<file path="config.mk">
export PLATFORM = sky130hd
export DESIGN_NAME = gradient_color_sampler
export DESIGN_NICKNAME = d
export VERILOG_FILES = /design/src/rtl/core/gcs_pkg.sv /design/src/rtl/core/gcs_ram.sv /design/src/rtl/core/gcs_ctrl.sv /design/src/rtl/core/gcs_datapath.sv /design/src/rtl/core/gradient_color_sampler.sv
export SDC_FILE = /design/constraint.sdc
export NUM_CORES = 2
export LEC_CHECK = 0
export BUFFER_PORTS_ARGS = -buffer_cell sky130_fd_sc_hd__buf_2
export CAP_MARGIN = 20
export CORE_MARGIN = 2
export CORE_UTILIZATION = 40
export DETAILED_ROUTE_END_ITERATION = 10
export GPL_TIMING_DRIVEN = 0
export PLACE_DENSITY = 0.6
export SLEW_MARGIN = 20
export SYNTH_ARGS = -nofsm -noshare
export SYNTH_HDL_FRONTEND = slang
export SYNTH_HIERARCHICAL = 1
export SYNTH_SLANG_ARGS = --single-unit
export TNS_END_PERCENT = 5
</file>
<file path="constraint.sdc">
create_clock -name clock -period 14.2 [get_ports clock]
set_clock_uncertainty 0.05 [all_clocks]
set_input_delay 2.84 -clock clock [delete_from_list [all_inputs] [get_ports clock]]
set_output_delay 2.84 -clock clock [all_outputs]
set_load 0.01 [all_outputs]
</file>
<file path="src/rtl/core/gcs_pkg.sv">
// Shared types, constants and helper functions of the gradient color sampler.
package gcs_pkg;

   localparam int MAX_STOPS     = 16;
   localparam int POSITION_BITS = 16;
   localparam int STOP_IDX_W    = $clog2(MAX_STOPS);
   localparam int CSR_W         = 5;
   localparam int CH_W          = 8;
   localparam int NUM_CH        = 4;
   localparam int PROD_W        = POSITION_BITS + CH_W;
   localparam int NUM_W         = POSITION_BITS + CH_W + 1;
   localparam int QSTEPS        = CH_W;
   localparam int STEP_W        = $clog2(QSTEPS);

   localparam logic OP_WRITE  = 1'b0;
   localparam logic OP_SAMPLE = 1'b1;

   typedef logic [POSITION_BITS-1:0] pos_type;
   typedef logic [CH_W-1:0]          chan_type;
   typedef chan_type [NUM_CH-1:0]    color_type;

   typedef struct packed {
      logic        opcode;
      logic [3:0]  stop_slot;
      logic [15:0] stop_position;
      logic [7:0]  stop_red;
      logic [7:0]  stop_green;
      logic [7:0]  stop_blue;
      logic [7:0]  stop_alpha;
      logic [15:0] sample_position;
   } req_type;

   typedef struct packed {
      logic [7:0] out_red;
      logic [7:0] out_green;
      logic [7:0] out_blue;
      logic [7:0] out_alpha;
   } rsp_type;

   typedef struct packed {
      pos_type  pos;
      chan_type red;
      chan_type green;
      chan_type blue;
      chan_type alpha;
   } stop_type;

   typedef enum logic [2:0] {
      S_IDLE,
      S_CHK0,
      S_CHKL,
      S_SCAN,
      S_MUL,
      S_SUM,
      S_DIV
   } state_type;

   typedef enum logic [1:0] {
      OSEL_WHITE,
      OSEL_ENTRY,
      OSEL_QUOT
   } out_sel_type;

   typedef struct packed {
      logic        load_req;
      logic        load_left;
      logic        load_pair;
      logic        mul;
      logic        sum;
      logic        div_step;
      logic        out_load;
      out_sel_type out_sel;
   } cmd_type;

   typedef struct packed {
      logic at_or_below;
      logic at_or_above;
      logic bracket;
      logic zero_span;
   } stat_type;

   function automatic color_type stop_colors(input stop_type e);
      color_type c;
      c[0] = e.red;
      c[1] = e.green;
      c[2] = e.blue;
      c[3] = e.alpha;
      return c;
   endfunction

   function automatic rsp_type to_rsp(input color_type c);
      rsp_type r;
      r.out_red   = c[0];
      r.out_green = c[1];
      r.out_blue  = c[2];
      r.out_alpha = c[3];
      return r;
   endfunction

endpackage

</file>
<file path="src/rtl/core/gcs_ram.sv">
// Generic single-port-write, single-port-read RAM with registered read data.
module gcs_ram #(
   parameter int WIDTH = 8,
   parameter int DEPTH = 16
) (
   input  logic                     clock,
   input  logic                     wr_en,
   input  logic [$clog2(DEPTH)-1:0] wr_addr,
   input  logic [WIDTH-1:0]         wr_data,
   input  logic [$clog2(DEPTH)-1:0] rd_addr,
   output logic [WIDTH-1:0]         rd_data
);

   logic [WIDTH-1:0] mem_ff [DEPTH];
   logic [WIDTH-1:0] rd_data_ff;

   always_ff @(posedge clock) begin
      if (wr_en) begin
         mem_ff[wr_addr] <= wr_data;
      end
      rd_data_ff <= mem_ff[rd_addr];
   end

   assign rd_data = rd_data_ff;

endmodule

</file>
<file path="src/rtl/core/gcs_ctrl.sv">
// Controller of the gradient color sampler: handshake, stop search and divide sequencing.
module gcs_ctrl (
   input  logic                           clock,
   input  logic                           reset,
   input  logic                           start,
   output logic                           busy,
   input  logic                           req_opcode,
   input  logic [3:0]                     req_slot,
   input  logic                           csr_valid,
   output logic                           csr_ready,
   input  logic [gcs_pkg::CSR_W-1:0]      csr_data,
   input  gcs_pkg::stat_type              stat,
   output gcs_pkg::cmd_type               cmd,
   output logic                           ram_wr_en,
   output logic [gcs_pkg::STOP_IDX_W-1:0] ram_rd_addr
);
   import gcs_pkg::*;

   state_type             state_ff, state_in;
   logic [CSR_W-1:0]      count_ff, count_in;
   logic [STOP_IDX_W-1:0] last_ff, last_in;
   logic [STOP_IDX_W-1:0] idx_ff, idx_in;
   logic [STEP_W-1:0]     step_ff, step_in;
   logic                  accept;
   logic                  sample;
   logic                  empty;
   logic                  at_last;
   logic                  last_step;

   assign busy      = (state_ff != S_IDLE);
   assign csr_ready = 1'b1;
   assign accept    = start && !busy;
   assign sample    = (req_opcode == OP_SAMPLE);
   assign empty     = (count_ff == '0);
   assign at_last   = (idx_ff == last_ff);
   assign last_step = (step_ff == STEP_W'(QSTEPS - 1));

   always_comb begin
      state_in = state_ff;
      unique case (state_ff)
         S_IDLE: begin
            if (accept && sample && !empty) begin
               state_in = S_CHK0;
            end
         end
         S_CHK0: begin
            if (!stat.at_or_below) begin
               state_in = S_CHKL;
            end else begin
               state_in = S_IDLE;
            end
         end
         S_CHKL: begin
            if (!stat.at_or_above) begin
               state_in = S_SCAN;
            end else begin
               state_in = S_IDLE;
            end
         end
         S_SCAN: begin
            if (stat.bracket && !stat.zero_span) begin
               state_in = S_MUL;
            end else if (stat.bracket || at_last) begin
               state_in = S_IDLE;
            end
         end
         S_MUL: begin
            state_in = S_SUM;
         end
         S_SUM: begin
            state_in = S_DIV;
         end
         S_DIV: begin
            if (last_step) begin
               state_in = S_IDLE;
            end
         end
         default: begin
            state_in = S_IDLE;
         end
      endcase
   end

   always_comb begin
      cmd         = '0;
      cmd.out_sel = OSEL_ENTRY;
      ram_wr_en   = 1'b0;
      ram_rd_addr = '0;
      last_in     = last_ff;
      idx_in      = idx_ff;
      step_in     = step_ff;
      count_in    = csr_valid ? csr_data : count_ff;
      unique case (state_ff)
         S_IDLE: begin
            if (accept && sample) begin
               cmd.load_req = 1'b1;
               if (empty) begin
                  cmd.out_load = 1'b1;
                  cmd.out_sel  = OSEL_WHITE;
               end
               if (32'(count_ff) > MAX_STOPS) begin
                  last_in = STOP_IDX_W'(MAX_STOPS - 1);
               end else begin
                  last_in = STOP_IDX_W'(count_ff - CSR_W'(1));
               end
            end else if (accept) begin
               ram_wr_en = (32'(req_slot) < MAX_STOPS);
            end
         end
         S_CHK0: begin
            cmd.load_left = 1'b1;
            ram_rd_addr   = last_ff;
            cmd.out_load  = stat.at_or_below;
         end
         S_CHKL: begin
            ram_rd_addr  = STOP_IDX_W'(1);
            idx_in       = STOP_IDX_W'(1);
            cmd.out_load = stat.at_or_above;
         end
         S_SCAN: begin
            if (stat.bracket) begin
               cmd.load_pair = 1'b1;
               cmd.out_load  = stat.zero_span;
            end else if (at_last) begin
               cmd.out_load = 1'b1;
            end else begin
               cmd.load_left = 1'b1;
               ram_rd_addr   = idx_ff + STOP_IDX_W'(1);
               idx_in        = idx_ff + STOP_IDX_W'(1);
            end
         end
         S_MUL: begin
            cmd.mul = 1'b1;
         end
         S_SUM: begin
            cmd.sum = 1'b1;
            step_in = '0;
         end
         S_DIV: begin
            cmd.div_step = 1'b1;
            step_in      = step_ff + STEP_W'(1);
            if (last_step) begin
               cmd.out_load = 1'b1;
               cmd.out_sel  = OSEL_QUOT;
            end
         end
         default: begin
            cmd = '0;
         end
      endcase
   end

   always_ff @(posedge clock) begin
      if (reset) begin
         state_ff <= S_IDLE;
         count_ff <= '0;
      end else begin
         state_ff <= state_in;
         count_ff <= count_in;
      end
      last_ff <= last_in;
      idx_ff  <= idx_in;
      step_ff <= step_in;
   end

endmodule

</file>
<file path="src/rtl/core/gcs_datapath.sv">
// Datapath of the gradient color sampler: compares, channel products and restoring dividers.
module gcs_datapath (
   input  logic                           clock,
   input  logic                           reset,
   input  gcs_pkg::req_type               req,
   input  gcs_pkg::cmd_type               cmd,
   output gcs_pkg::stat_type              stat,
   input  gcs_pkg::stop_type              ram_rd_data,
   output logic [gcs_pkg::STOP_IDX_W-1:0] ram_wr_addr,
   output gcs_pkg::stop_type              ram_wr_data,
   output logic                           rsp_valid,
   output gcs_pkg::rsp_type               rsp
);
   import gcs_pkg::*;

   pos_type                pos_ff, pos_in;
   stop_type               left_ff, left_in;
   color_type              rcol_ff, rcol_in;
   pos_type                dr_ff, dr_in;
   pos_type                dl_ff, dl_in;
   pos_type                span_ff, span_in;
   logic [NUM_W-1:0]       dvs_ff, dvs_in;
   logic [PROD_W-1:0]      pa_ff [NUM_CH];
   logic [PROD_W-1:0]      pa_in [NUM_CH];
   logic [PROD_W-1:0]      pb_ff [NUM_CH];
   logic [PROD_W-1:0]      pb_in [NUM_CH];
   logic [NUM_W-1:0]       rem_ff [NUM_CH];
   logic [NUM_W-1:0]       rem_in [NUM_CH];
   color_type              quo_ff, quo_in;
   rsp_type                out_ff, out_in;
   logic                   rsp_valid_ff, rsp_valid_in;
   color_type              lcol;
   color_type              ecol;
   logic                   fits;

   assign ram_wr_addr = STOP_IDX_W'(req.stop_slot);
   always_comb begin
      ram_wr_data.pos   = POSITION_BITS'(req.stop_position);
      ram_wr_data.red   = req.stop_red;
      ram_wr_data.green = req.stop_green;
      ram_wr_data.blue  = req.stop_blue;
      ram_wr_data.alpha = req.stop_alpha;
   end

   assign lcol = stop_colors(left_ff);
   assign ecol = stop_colors(ram_rd_data);

   assign stat.at_or_below = (pos_ff <= ram_rd_data.pos);
   assign stat.at_or_above = (pos_ff >= ram_rd_data.pos);
   assign stat.bracket     = (pos_ff >= left_ff.pos) && (pos_ff <= ram_rd_data.pos);
   assign stat.zero_span   = (ram_rd_data.pos <= left_ff.pos);

   always_comb begin
      pos_in  = cmd.load_req ? POSITION_BITS'(req.sample_position) : pos_ff;
      left_in = cmd.load_left ? ram_rd_data : left_ff;
      rcol_in = rcol_ff;
      dr_in   = dr_ff;
      dl_in   = dl_ff;
      span_in = span_ff;
      dvs_in  = dvs_ff;
      fits    = 1'b0;
      quo_in  = quo_ff;
      if (cmd.load_pair) begin
         rcol_in = ecol;
         dr_in   = ram_rd_data.pos - pos_ff;
         dl_in   = pos_ff - left_ff.pos;
         span_in = ram_rd_data.pos - left_ff.pos;
         dvs_in  = NUM_W'(ram_rd_data.pos - left_ff.pos) << CH_W;
      end else if (cmd.div_step) begin
         dvs_in = dvs_ff >> 1;
      end
      for (int c = 0; c < NUM_CH; c++) begin
         pa_in[c]  = pa_ff[c];
         pb_in[c]  = pb_ff[c];
         rem_in[c] = rem_ff[c];
         if (cmd.mul) begin
            pa_in[c] = PROD_W'(lcol[c]) * PROD_W'(dr_ff);
            pb_in[c] = PROD_W'(rcol_ff[c]) * PROD_W'(dl_ff);
         end
         if (cmd.sum) begin
            rem_in[c] = {1'b0, pa_ff[c]} + {1'b0, pb_ff[c]};
            rem_in[c] = (rem_in[c] << 1) + NUM_W'(span_ff);
         end
         if (cmd.div_step) begin
            fits      = (rem_ff[c] >= dvs_ff);
            rem_in[c] = fits ? (rem_ff[c] - dvs_ff) : rem_ff[c];
            quo_in[c] = {quo_ff[c][CH_W-2:0], fits};
         end
      end
   end

   always_comb begin
      out_in       = out_ff;
      rsp_valid_in = cmd.out_load;
      if (cmd.out_load) begin
         case (cmd.out_sel)
            OSEL_WHITE: out_in = '1;
            OSEL_QUOT:  out_in = to_rsp(quo_in);
            default:    out_in = to_rsp(ecol);
         endcase
      end
   end

   always_ff @(posedge clock) begin
      if (reset) begin
         rsp_valid_ff <= 1'b0;
      end else begin
         rsp_valid_ff <= rsp_valid_in;
      end
      pos_ff  <= pos_in;
      left_ff <= left_in;
      rcol_ff <= rcol_in;
      dr_ff   <= dr_in;
      dl_ff   <= dl_in;
      span_ff <= span_in;
      dvs_ff  <= dvs_in;
      quo_ff  <= quo_in;
      out_ff  <= out_in;
      for (int c = 0; c < NUM_CH; c++) begin
         pa_ff[c]  <= pa_in[c];
         pb_ff[c]  <= pb_in[c];
         rem_ff[c] <= rem_in[c];
      end
   end

   assign rsp_valid = rsp_valid_ff;
   assign rsp       = out_ff;

endmodule

</file>
<file path="src/rtl/core/gradient_color_sampler.sv">
// Top level of the gradient color sampler: stop table, controller and datapath.
//
// The request channel takes one word when start is high and busy is low.
// A word with opcode write stores one stop (position and RGBA color) in the
// slot it names and gives no result.
// A word with opcode sample returns one color on rsp, marked by rsp_valid for
// exactly one cycle; the receiver cannot hold it off.
// An empty table gives its white result in the cycle after the request.
// A position at or below the first stop, or at or above the last, gives the
// color of that stop as its result.
// Otherwise the stops are scanned one per cycle from the stop table memory,
// and the four channels are interpolated in parallel lanes by a product
// step, a sum step and one restoring divide step per bit of the eight-bit
// quotient. At most 15 stops are scanned; a zero-span or unbracketed
// search gives the color of the stop it ends on instead.
// Busy stays high until the result is loaded, so the next request may come
// in the cycle in which rsp_valid is high.
// The csr channel writes stops_in_use and is always ready. Reset clears the
// controller and stops_in_use; the stop table must be written before use.
module gradient_color_sampler (
   input  logic                      clock,
   input  logic                      reset,
   input  logic                      start,
   output logic                      busy,
   input  gcs_pkg::req_type          req,
   output logic                      rsp_valid,
   output gcs_pkg::rsp_type          rsp,
   input  logic                      csr_valid,
   output logic                      csr_ready,
   input  logic [gcs_pkg::CSR_W-1:0] csr_data
);
   import gcs_pkg::*;

   cmd_type               cmd;
   stat_type              stat;
   logic                  ram_wr_en;
   logic [STOP_IDX_W-1:0] ram_wr_addr;
   logic [STOP_IDX_W-1:0] ram_rd_addr;
   stop_type              ram_wr_data;
   stop_type              ram_rd_data;

   gcs_ctrl u_ctrl (
      .clock       (clock),
      .reset       (reset),
      .start       (start),
      .busy        (busy),
      .req_opcode  (req.opcode),
      .req_slot    (req.stop_slot),
      .csr_valid   (csr_valid),
      .csr_ready   (csr_ready),
      .csr_data    (csr_data),
      .stat        (stat),
      .cmd         (cmd),
      .ram_wr_en   (ram_wr_en),
      .ram_rd_addr (ram_rd_addr)
   );

   gcs_ram #(
      .WIDTH ($bits(stop_type)),
      .DEPTH (MAX_STOPS)
   ) u_stop_ram (
      .clock   (clock),
      .wr_en   (ram_wr_en),
      .wr_addr (ram_wr_addr),
      .wr_data (ram_wr_data),
      .rd_addr (ram_rd_addr),
      .rd_data (ram_rd_data)
   );

   gcs_datapath u_datapath (
      .clock       (clock),
      .reset       (reset),
      .req         (req),
      .cmd         (cmd),
      .stat        (stat),
      .ram_rd_data (ram_rd_data),
      .ram_wr_addr (ram_wr_addr),
      .ram_wr_data (ram_wr_data),
      .rsp_valid   (rsp_valid),
      .rsp         (rsp)
   );

endmodule
</file>
# After elaboration in Yosys (flattened, before gate mapping)
# Memory sizes are Yosys's and may differ from the RTL's. A register that Yosys moved wholly into a read port is not among the register bits.
# Cells that the tools add are included.
# word_totals
ff_bits	253
ramBits	1060
input_bits	78
output_inout_bits	35
elab_cells	166
memories	4
# op_classes
add_sub_neg	19
mul	8
magnitude_cmp	9
n_eq_ne	14
mux	63
reduce_logical	20
# memory_table
name	words	word_bits	rd	rd_ports_with_merged_regs	write_ports	line_no	text
u_stop_ram.mem_ff	16	48	1	1	1	gcs_ram.sv:14	logic [WIDTH-1:0] mem_ff [DEPTH];
u_datapath.rem_ff	4	25	4	0	4	gcs_datapath.sv:27	logic [NUM_W-1:0] rem_ff [NUM_CH];
u_datapath.pa_ff	4	24	4	0	4	gcs_datapath.sv:23	logic [PROD_W-1:0] pa_ff [NUM_CH];
u_datapath.pb_ff	4	24	4	0	4	gcs_datapath.sv:25	logic [PROD_W-1:0] pb_ff [NUM_CH];
# ops
op	n
25-bit two-way mux	14
8-bit by 16-bit multiplier with 24-bit output	8
24-bit two-way mux	8
25-bit by 16-bit adder with 25-bit output	4
25-bit greater-or-equal comparator	4
25-bit subtractor	4
24-bit adder	4
32-bit one-hot mux with 2 select lines	1
16-bit subtractor	3
16-bit greater-or-equal comparator	2
16-bit less-or-equal comparator	2
8-bit two-way mux	4
3-bit two-way mux	7
3-bit one-hot mux with 7 select lines	1
16-bit by 16-bit subtractor with 17-bit output	1
1-bit two-way mux	16
4-bit two-way mux	4
3-bit equality test, second input constant	4
4-bit one-hot mux with 3 select lines	1
4-bit one-hot mux with 2 select lines	1
3-bit by 2-bit equality test with 1-bit output, second input constant	2
2-bit one-hot mux with 3 select lines	1
3-bit one-hot mux with 2 select lines	1
3-bit AND reduction	2
other kinds (23)	34

# Longest topological paths before layout
# logic_depth
depth_word	8
mapped_depth	23
mapped_depth_nobuf	23

# Modules after synthesis
# The synthesis kept the hierarchy.
# modules_own_cells
mod	instances	cells_each	area_per_inst_um2	seq_area_each_um2
gcs_datapath	1	6640	63958.8	15384.8
gcs_ram	1	1242	29691.0	24023.0
gcs_ctrl	1	123	1201.2	490.5

# Worst setup path before layout
# OpenSTA, ideal clock, no wires.
# synth_path
path_type	register -> register
startpoint	reg u_ctrl/state_ff[1] (netlist name)
endpoint	mem u_datapath/pa_ff[0][0] (netlist name), enable pin
setup_ns	0.980
arrival_time_ns	13.530
t_required_ns	13.170
slack_ns	-0.361
path_stages_with_launch	4
path_buffers	2
path_cell_list	dfxtp_1 > buf_2 > buf_2 > nor3_1
# synth_lines
item	line_no
end: declaration	gcs_datapath.sv:23

==> results.json <==
{
  "post_synthesis_compound_gate_area_fraction": 0.08284,
  "antenna_found_initial": 63,
  "path_delay_family": "adder cells",
  "post_synth_num_cell_types": 90,
  "tritoncts": "built",
  "finalWirelength_mm": 279.0,
  "fp.dieArea_um2": 241000,
  "top_level_ports": 113,
  "clock_tree.buffer_depth": 3,
  "p_leak_nw": 42.79,
  "sum_neg_setup_slack_ns": 0,
  "via_per_inst": 5.438,
  "power_frac_clock": 0.414,
  "tightest_slew_ns": 1.197,
  "synth-xor-area-share": 0.03902,
  "postRouteAntennaNets": 0,
  "timing.max_cap.violations": 0,
  "timing.final.crit_share": 0.4771,
  "result_of_the_run": "complete, no violations",
  "switching_share": 0.2497,
  "first_pass_grt_wire_length_mm": 414.9,
  "postSynthRegisterBits": 1361,
  "power.density_nw_per_um2": 88.36,
  "holdBufCountCts": 0,
  "fmaxAchievable_mhz": 147.6,
  "netlist_top_cells_area": "edfxtp_1, fa_1, ha_1",
  "met2_wirelength_mm": 127.9,
  "synth_enable_flop_cells": 1264,
  "slew_headroom": 0.1963,
  "coreArea_um2": 235400,
  "cts.root.buffer_cell": "clkbuf_16",
  "power.ir.vdd_worst_v": 0.0001271,
  "intPower_mw": 7.008,
  "crit_path_frequent_cell": "fa_1",
  "hpwl_mm": 221.0,
  "grt_remaining_overflow": 0,
  "floorplan.initialDensity": 0.4029,
  "seq_power_share": 0.482,
  "maximum_fanout_along_the_worst_path": 10,
  "synthDominantAreaCellType": "edfxtp_1",
  "numCtsBuffers": 149,
  "timing.critical_path.slowest_stage_cell": "clkbuf_1",
  "synth_cells": 8005,
  "layout.cells.most_common_list": "edfxtp_1, inv_1, and2_1",
  "comb_power_share": 0.104,
  "routed-wl-met3_mm": 20.38,
  "drive_above_1_share": 0.09146,
  "synth_sequential_area_ratio": 0.4206,
  "crit_path_end_kind": "flip-flop",
  "timing.critical_path.arrival_ns": 7.32,
  "post-route-min-period_ns": 6.775,
  "power.net_switching_mw": 2.332,
  "die_x_um": 491.0,
  "final_common_cell": "edfxtp_1",
  "syn_area_um2": 94850,
  "synth_simple_gate_area_share": 0.1180,
  "place_congestion": 0.9247,
  "nets": 9731,
  "path_cells": "clkbuf_1, nand2_1, fa_1, fa_1, inv_1, fa_1, inv_1, fa_1, inv_1, ha_1, a21oi_1, o21ai_0, o311ai_1, o21ai_0, o211ai_1, o21ai_1, o41a_1, a21o_1, a21oi_1, xnor2_1",
  "route.detailed.wl_per_inst_um": 24.08,
  "cts.repair_timing.setup_buffer_count": 0,
  "clock_tree.htree_level_count": 4,
  "ys_async_sr_fraction": 0,
  "syn-mean-instance-area_um2": 11.85,
  "synth_top_area_frac": 0.4002,
  "placement.io_buffers": 58,
  "hold_path.class": "reg2reg",
  "rows": 178,
  "worst-setup-path-type": "reg2reg",
  "grt_start_max_net_pins": 47,
  "num_vias": 63020,
  "synth.area.mux_share": 0.05263,
  "ys_flop_type": "edfxtp_1",
  "hold_viol": 0,
  "timing.final.max_slew_violations": 0,
  "synth_fp_nets": 9427,
  "finalSetupViolCount": 0,
  "yosysWarnings": 6,
  "startpoint_kind_of_the_worst_setup_timing_path": "flip-flop",
  "adder_cell_fraction_of_synth_area": 0.2317,
  "clkSlewWorstSetupHoldPaths_ns": 0.07,
  "grt.total_usage": 0.2308,
  "cts.repair.resized": 0,
  "clk-insertion-delay-late_ns": 0.81,
  "finish.utilization": 0.4490,
  "topRoutingLayerUsed": "met5",
  "die_h_um": 491.0,
  "drtPass1Iterations": 5,
  "worst-endpoint-required_ns": 14.75,
  "synth_top_family_by_area": "adder cells",
  "syn2layout_area_growth_pct": 11.44,
  "critical_path_buf_inv_count": 4,
  "detailedRoute.firstIterationViolations": 5564,
  "drcViolationCount": 0,
  "critical_path.max_stage_delay_ns": 0.69,
  "via_count_of_the_first_global_routing_pass": 64140,
  "setup_repair_after_global_routing_missed_its_margin": "false",
  "clock-sinks": 1361,
  "drt-met1-wl_mm": 117.4
}
==> layer usage <==
| layer | global-route usage | vias up |
|---|---|---|
| met5 | 0 | - |
| met4 | 0.09603 | 52 |
| met3 | 0.04656 | 569 |
| met2 | 0.3694 | 2229 |
| met1 | 0.3055 | 31860 |
| li1 | - | 28310 |
==> worst reg2reg max path, stage by stage (launching register included) <==
cell and delay [ns]:
edfxtp_1 0.60, clkbuf_1 0.70, nand2_1 0.18, fa_1 0.55, fa_1 0.55, inv_1 0.05, fa_1 0.48, inv_1 0.05
fa_1 0.47, inv_1 0.05, ha_1 0.33, a21oi_1 0.14, o21ai_0 0.16, o311ai_1 0.46, o21ai_0 0.30, o211ai_1 0.32
o21ai_1 0.17, o41a_1 0.37, a21o_1 0.20, a21oi_1 0.17, xnor2_1 0.23
==> path summary, 6_finish.rpt <==
kind / from / end / slack [ns] / cells past startpoint
setup / recovery: u_datapath/dl_ff[5]$_DFFE_PP_ / u_datapath/pb_ff[1][22]$_DFFE_PP_ / 7.43 / 20
hold / removal: u_datapath/quo_ff[15]$_DFF_P_ / u_datapath/quo_ff[15]$_DFF_P_ / 0.43 / 1
setup reg to reg: u_datapath/dl_ff[5]$_DFFE_PP_ / u_datapath/pb_ff[1][22]$_DFFE_PP_ / 7.43 / 20
hold reg to reg: u_datapath/quo_ff[15]$_DFF_P_ / u_datapath/quo_ff[15]$_DFF_P_ / 0.43 / 1
==> per-stage QoR <==
step	total power, mW	setup slack (ns)	instance area, um2	cells	hold WS [ns]
after global routing	9.672	7.185	105700	11580	0.4453
after detailed placement	5.546	7.558	100800	11310	0.4150
after global placement	5.525	1.501	99090	11210	0.4062
after CTS	9.399	7.513	105700	11580	0.4285
final	9.340	7.425	105700	11590	0.4286
after floorplan	5.242	5.518	94860	8005	0.3582
==> kinds of logic (layout without fill, tap and decap cells) <==
logic type / Yosys count / after routing
AOI/OAI and AO/OA: 1196 / 1196
xor gates and xnor gates: 421 / 421
adders and majority gates: 1344 / 1344
buffers and inverters: 1321 / 1746
DFF: 1361 / 1361
muxes: 254 / 254
other: 1 / 9
and+or+nand+nor: 2107 / 2107
==> power by group through the flow <==
stage	sequential (mW)	clock, mW	combinational [mW]
after CTS	4.50	3.93	0.963
after global placement	4.59	0	0.931
final	4.51	3.87	0.968
after floorplan	4.56	0	0.681
after global routing	4.51	4.09	1.08
after detailed placement	4.59	0	0.957
==> Yosys cell counts (51+ instances only) <==
master,instances
nor2_1,287
clkbuf_1,224
a22oi_1,99
a21oi_1,344
nor2b_1,67
o21ai_0,206
a21o_1,152
xnor2_1,293
nand2b_1,63
mux4_2,192
buf_4,71
ha_1,657
edfxtp_1,1264
and2_1,834
fa_1,687
o21a_1,51
nand2_1,488
xor2_1,127
nand3_1,88
nor3_1,83
inv_1,992
dfxtp_1,97
==> cell type report <==
| class | count | area (um2) |
|---|---|---|
| diodes | 8 | 20.02 |
| plain buffers | 328 | 1514 |
| clock buffers | 181 | 3944 |
| clock inverters | 91 | 913.4 |
| fillers | 21400 | 129700 |
| inverters | 993 | 3727 |
| multi-input cells | 5323 | 49950 |
| flip-flops and latches | 1361 | 39900 |
| well taps | 3150 | 3941 |
| repair buffers | 153 | 1795 |
==> registers in the layout, summed over array words and instances, names as in the netlist, 4 cells and up <==
name and count:
u_datapath/rcol_ff 32, u_datapath/pos_ff 16, u_datapath/left_ff 16, u_stop_ram/mem_ff 768, u_ctrl/last_ff 4, u_datapath/pa_ff 96
u_datapath/dvs_ff 25, u_ctrl/idx_ff 4, u_datapath/rem_ff 100, u_datapath/lcol 32, u_stop_ram/rd_data 48, u_datapath/quo_ff 32
u_datapath/pb_ff 96, u_datapath/rsp 32, u_datapath/span_ff 16, u_datapath/dr_ff 16, u_ctrl/count_ff 5, u_datapath/dl_ff 16
No activity file was read; power rests on OpenSTA's default activity.
